$ cat src/rtl/lrva_pkg.sv
package lrva_pkg;

  localparam int unsigned STATES_DEF     = 8;
  localparam int unsigned FRAME_BITS_DEF = 16;
  localparam int unsigned MAX_STATES     = 8;
  localparam int unsigned SCORE_W        = 32;
  localparam int unsigned FLOOR_W        = 29;
  localparam int unsigned OUT_FRAME_W    = 16;
  localparam int unsigned STATE_IDX_W    = 3;

  localparam logic signed [FLOOR_W-1:0] FLOOR_RESET = -29'sd262144;

  // 1.2 in Q.14
  localparam logic [14:0] SCALE_Q14   = 15'd19661;
  localparam int unsigned SCALE_SHIFT = 14;

  localparam logic OP_START = 1'b0;
  localparam logic OP_NEXT  = 1'b1;

  typedef struct packed {
    logic                      operation;
    logic signed [SCORE_W-1:0] score_state_0;
    logic signed [SCORE_W-1:0] score_state_1;
    logic signed [SCORE_W-1:0] score_state_2;
    logic signed [SCORE_W-1:0] score_state_3;
    logic signed [SCORE_W-1:0] score_state_4;
    logic signed [SCORE_W-1:0] score_state_5;
    logic signed [SCORE_W-1:0] score_state_6;
    logic signed [SCORE_W-1:0] score_state_7;
  } in_word_t;

  typedef struct packed {
    logic [STATE_IDX_W-1:0]    state_index;
    logic signed [SCORE_W-1:0] path_score;
    logic [OUT_FRAME_W-1:0]    boundary_frame;
    logic [OUT_FRAME_W-1:0]    frame_count;
    logic                      last_of_frame;
  } out_word_t;

  typedef struct packed {
    logic start;      // start frame accepted
    logic step;       // next frame accepted
    logic seed;       // seeding wave in progress
    logic seed_last;  // final seeding cycle
  } lrva_ctrl_t;

endpackage

$ cat src/rtl/lrva_cell.sv
module lrva_cell #(
  parameter int unsigned STATES     = lrva_pkg::STATES_DEF,
  parameter int unsigned FRAME_BITS = lrva_pkg::FRAME_BITS_DEF,
  parameter int unsigned IDX        = 0
) (
  input  logic                                       clk_i,
  input  logic                                       rst_ni,
  input  lrva_pkg::lrva_ctrl_t                       ctrl_i,
  input  logic signed [lrva_pkg::FLOOR_W-1:0]        floor_i,
  input  logic signed [lrva_pkg::SCORE_W-1:0]        score_i,
  input  logic signed [lrva_pkg::SCORE_W-1:0]        nb_score_i,
  input  logic        [STATES-1:0][FRAME_BITS-1:0]   nb_row_i,
  input  logic        [FRAME_BITS-1:0]               fc_i,
  output logic signed [lrva_pkg::SCORE_W-1:0]        score_o,
  output logic        [STATES-1:0][FRAME_BITS-1:0]   row_o
);
  import lrva_pkg::*;

  function automatic logic signed [SCORE_W-1:0] sat32(input logic signed [SCORE_W+1:0] v);
    logic signed [SCORE_W-1:0] r;
    if (v > $signed({{2{1'b0}}, 1'b0, {(SCORE_W-1){1'b1}}})) begin
      r = {1'b0, {(SCORE_W-1){1'b1}}};
    end else if (v < $signed({{2{1'b1}}, 1'b1, {(SCORE_W-1){1'b0}}})) begin
      r = {1'b1, {(SCORE_W-1){1'b0}}};
    end else begin
      r = v[SCORE_W-1:0];
    end
    return r;
  endfunction

  // x * 1.2, round half away from zero, saturate
  function automatic logic signed [SCORE_W-1:0] scale12(input logic signed [SCORE_W-1:0] x);
    logic                      neg;
    logic [SCORE_W-1:0]        mag;
    logic [SCORE_W+14:0]       prod;
    logic [SCORE_W:0]          r;
    logic signed [SCORE_W+1:0] v;
    neg  = x[SCORE_W-1];
    mag  = neg ? (~x + 1'b1) : x;
    prod = {15'd0, mag} * {{SCORE_W{1'b0}}, SCALE_Q14};
    prod = prod + (SCORE_W+15)'(1 << (SCALE_SHIFT - 1));
    r    = prod[SCALE_SHIFT +: (SCORE_W+1)];
    v    = $signed({1'b0, r});
    if (neg) begin
      v = -v;
    end
    return sat32(v);
  endfunction

  logic signed [SCORE_W-1:0]     score_q, score_d;
  logic [STATES-1:0][FRAME_BITS-1:0] row_q, row_d;
  logic                          take;
  logic signed [SCORE_W-1:0]     base;

  always_comb begin
    take    = (IDX != 0) && (nb_score_i > score_q);
    base    = take ? nb_score_i : score_q;
    score_d = score_q;
    row_d   = row_q;
    if (ctrl_i.start) begin
      row_d = '0;
      if (IDX == 0) begin
        score_d = SCORE_W'(floor_i);
      end
    end else if (ctrl_i.seed) begin
      if (IDX == 0) begin
        if (ctrl_i.seed_last) begin
          score_d = score_i;
        end
      end else begin
        score_d = scale12(nb_score_i);
      end
    end else if (ctrl_i.step) begin
      score_d = sat32((SCORE_W+2)'(base) + (SCORE_W+2)'(score_i));
      if (take) begin
        for (int i = 1; i < STATES; i++) begin
          if (i == IDX) begin
            row_d[i] = fc_i;
          end else if (i < IDX) begin
            row_d[i] = nb_row_i[i];
          end
        end
      end
    end
  end

  always_ff @(posedge clk_i or negedge rst_ni) begin
    if (!rst_ni) begin
      score_q <= '0;
      row_q   <= '0;
    end else begin
      score_q <= score_d;
      row_q   <= row_d;
    end
  end

  assign score_o = score_q;
  assign row_o   = row_q;

endmodule

$ cat config.mk
export PLATFORM = sky130hd
export DESIGN_NAME = lrva_cell
export DESIGN_NICKNAME = d
export VERILOG_FILES = /design/src/rtl/lrva_pkg.sv /design/src/rtl/lrva_cell.sv
export SDC_FILE = /design/constraint.sdc
export NUM_CORES = 1
export LEC_CHECK = 0
export BUFFER_PORTS_ARGS = -buffer_cell sky130_fd_sc_hd__buf_2
export CAP_MARGIN = 20
export CELL_PAD_IN_SITES_DETAIL_PLACEMENT = 1
export CELL_PAD_IN_SITES_GLOBAL_PLACEMENT = 1
export CORE_AREA = 3 3 155 157
export CTS_CLUSTER_SIZE = 24
export DETAILED_ROUTE_END_ITERATION = 10
export DIE_AREA = 0 0 158 160
export PLACE_DENSITY_LB_ADDON = 0.15
export SETUP_SLACK_MARGIN = 0.05
export SLEW_MARGIN = 20
export SYNTH_ARGS = -nofsm -noshare
export SYNTH_HDL_FRONTEND = slang
export SYNTH_SLANG_ARGS = --single-unit
$ cat constraint.sdc
create_clock -name clk_i -period 4.32 [get_ports clk_i]
set_input_delay 0.216 -clock clk_i [delete_from_list [all_inputs] [get_ports clk_i]]
set_output_delay 0.216 -clock clk_i [all_outputs]
set_load 0.02 [all_outputs]
==> results.sh <==
export IMPL_syn_inst=661
export IMPL_seq_area_frac_synth_pct=16.9
export IMPL_core_area_mm2=0.0226
export IMPL_hold_class="in2async"
export IMPL_yosysUniqueCellTypes=62
export IMPL_worst_path_max_fanout=4
export IMPL_timing_fmax_mhz=260
export IMPL_ys_seq_elements=32
export IMPL_h_tree_depth=2
export IMPL_critical_path_arrival_ns=4.02
export IMPL_gr_usage_all_layers_pct=13.0
export IMPL_rsz0062_at_grt="false"
export IMPL_tightest_slew_ns=0.876
export IMPL_syn_area_per_cell_um2=7.18
export IMPL_nFillCells=2890
export IMPL_final_cell_mix="128 x conb_1, 99 x a21oi_1, 98 x buf_2"
export IMPL_diodes=0
export IMPL_fin_util_pct=23.0
export IMPL_die_x_um=158
export IMPL_drive_gt1_share_pct=17.1
export IMPL_status="finished clean"
export IMPL_cts_buffer_depth=2
export IMPL_tns_ns=0
export IMPL_insertion_delay_ns=0.30
export IMPL_synthFlopType="dfrtp_1"
export IMPL_nets=1019
export IMPL_rows=55
export IMPL_grt_overflow=0
export IMPL_ant_nets=0
export IMPL_num_vias=4603
export IMPL_final_common_cell="conb_1"
export IMPL_drc=0
export IMPL_gp_congestion=0.845
export IMPL_final_min_clock_period_ns=3.85
export IMPL_yosys_area_top_type="buf_4"
export IMPL_synth_edf_count=0
export IMPL_regArea_um2=801
export IMPL_io_pins=403
export IMPL_crit_path_start_kind="flip-flop"
export IMPL_cts_tree="yes"
export IMPL_port_buffers=98
export IMPL_wl_mm=16.9
export IMPL_grt_pass1_wl_mm=26.1
export IMPL_ctsHoldBuffers=0
export IMPL_total_leakage_power_uw=0.00246
export IMPL_slew_headroom_pct=41.6
export IMPL_dp_hpwl_mm=13.7
export IMPL_synth_top_area_share_pct=20.2
export IMPL_area_growth_syn_to_layout_pct=9.54
export IMPL_p_per_area_mw_per_mm2=364
export IMPL_cts_made_buffers=5
export IMPL_dieArea_mm2=0.0253
export IMPL_end_kind="flip-flop"
export IMPL_required_ns=4.50
export IMPL_cts_sinks=32
export IMPL_report_final_slew_viol_count=0
export IMPL_grt_max_degree=46
export IMPL_path_class="reg2reg"
export IMPL_finalSetupViolCount=0
export IMPL_min_period_over_period_pct=89.1
export IMPL_cts_repair_resized=0
export IMPL_wl_per_cell_um=16.4
export IMPL_max_cap_violations=0
export IMPL_largest_reg_flops=32
export IMPL_synthArstFlopShare_pct=100
export IMPL_cts_root_buf="clkbuf_16"
export IMPL_post_cts_buffers=0
export IMPL_clk_pin_slew_ns=0.06
export IMPL_drt_iter0_drc=150
export IMPL_vias_per_cell=4.47
export IMPL_skew_ns=0.00864
export IMPL_die_h_um=160
export IMPL_hold_viol=0
export IMPL_start_util_pct=21.0
export IMPL_grt_antenna_before_repair=0
export IMPL_peakVddDrop_v=0.000146
export IMPL_synth_area_mm2=0.00475
export IMPL_multi_input_area_mm2=0.00329
export IMPL_dr_pass1_iters=4
export IMPL_yosys_warnings=0
export IMPL_synth_area_leaders="buf_4 20%, dfrtp_1 17%, a21oi_1 10%"
export IMPL_grt_pass1_vias=4721
export IMPL_ff2ff_setup_slack_ns=0.47
[kinds of logic after synthesis]
| group | synth area share, % |
|---|---|
| AO/OA/AOI/OAI | 27.7 |
| XOR/XNOR | 4.80 |
| adder cells (fa/ha/maj) | 8.86 |
| buffers and inverters | 23.9 |
| flip-flops | 16.9 |
| multiplexers | 0.870 |
| other | 0.0790 |
| AND/OR/NAND/NOR | 17.0 |
[synthesized netlist by cell type, types with 9 or more instances]
| library cell | instances |
|---|---|
| a21oi_1 | 99 |
| a31oi_1 | 9 |
| buf_4 | 128 |
| clkbuf_1 | 20 |
| dfrtp_1 | 32 |
| ha_1 | 32 |
| inv_1 | 11 |
| nand2_1 | 62 |
| nand3_1 | 9 |
| nor2_1 | 56 |
| o21ai_0 | 49 |
| o31ai_1 | 9 |
| xnor2_1 | 16 |
| xor2_1 | 10 |
[worst max-delay path, stage by stage (launching register included)]
cell and delay (ns):
dfrtp_1 0.37, ha_1 0.20, inv_1 0.06, fa_1 0.39
nand2b_1 0.20, a21oi_1 0.28, o21ai_1 0.20, o41a_1 0.57
o41ai_1 0.64, a21oi_1 0.20, xnor2_1 0.15, a211oi_1 0.35
o31ai_1 0.11
[where the power goes]
group | switching (µW) | internal [µW]
clock network | 163 | 271
logic | 702 | 369
registers | 43.5 | 343
total | 908 | 983
[stage by stage]
stage	total power [µW]	instances	setup WS, ns	instance area, µm²	hold WS, ns
finish	1890	1029	0.473	5200	0.0284
global placement	1460	1021	0.560	5030	0.388
global route	2050	1029	0.286	5200	0.0935
detailed placement	1460	1021	0.475	5030	0.403
floorplan	1260	788	1.12	5220	-0.0796
CTS	1920	1029	0.435	5200	0.0586
[layer usage]
metal | part of all wire (%) | track usage (%) | vias to the layer above
li1 | - | - | 2234
met1 | 48 | 18.4 | 2159
met2 | 45 | 20.8 | 202
met3 | 6.7 | 2.06 | 8
met4 | 0.93 | 2.85 | 0
met5 | 0 | 0 | -
[layout make-up]
cell class,instances,area share [%]
Tap cell,285,6.86
Timing Repair Buffer,105,10.4
Multi-Input combinational cell,588,63.3
Clock buffer,5,2.41
Sequential cell,32,15.4
Clock inverter,3,0.818
Inverter,11,0.794
[path summary, 6_finish.rpt]
| kind | from | end | depth (start not counted) |
|---|---|---|---|
| worst max-delay path | score_o[0] | score_o[28] | 12 |
| min in group clk_i | floor_i[1] | score_o[1] | 3 |
| worst min register to register | score_o[1] | score_o[1] | 2 |
| max in group asynchronous | rst_ni | score_o[21] | 1 |
| worst max register to register | score_o[0] | score_o[28] | 12 |
| worst min-delay path | rst_ni | score_o[6] | 1 |
No activity file was read; power rests on OpenSTA's default activity.
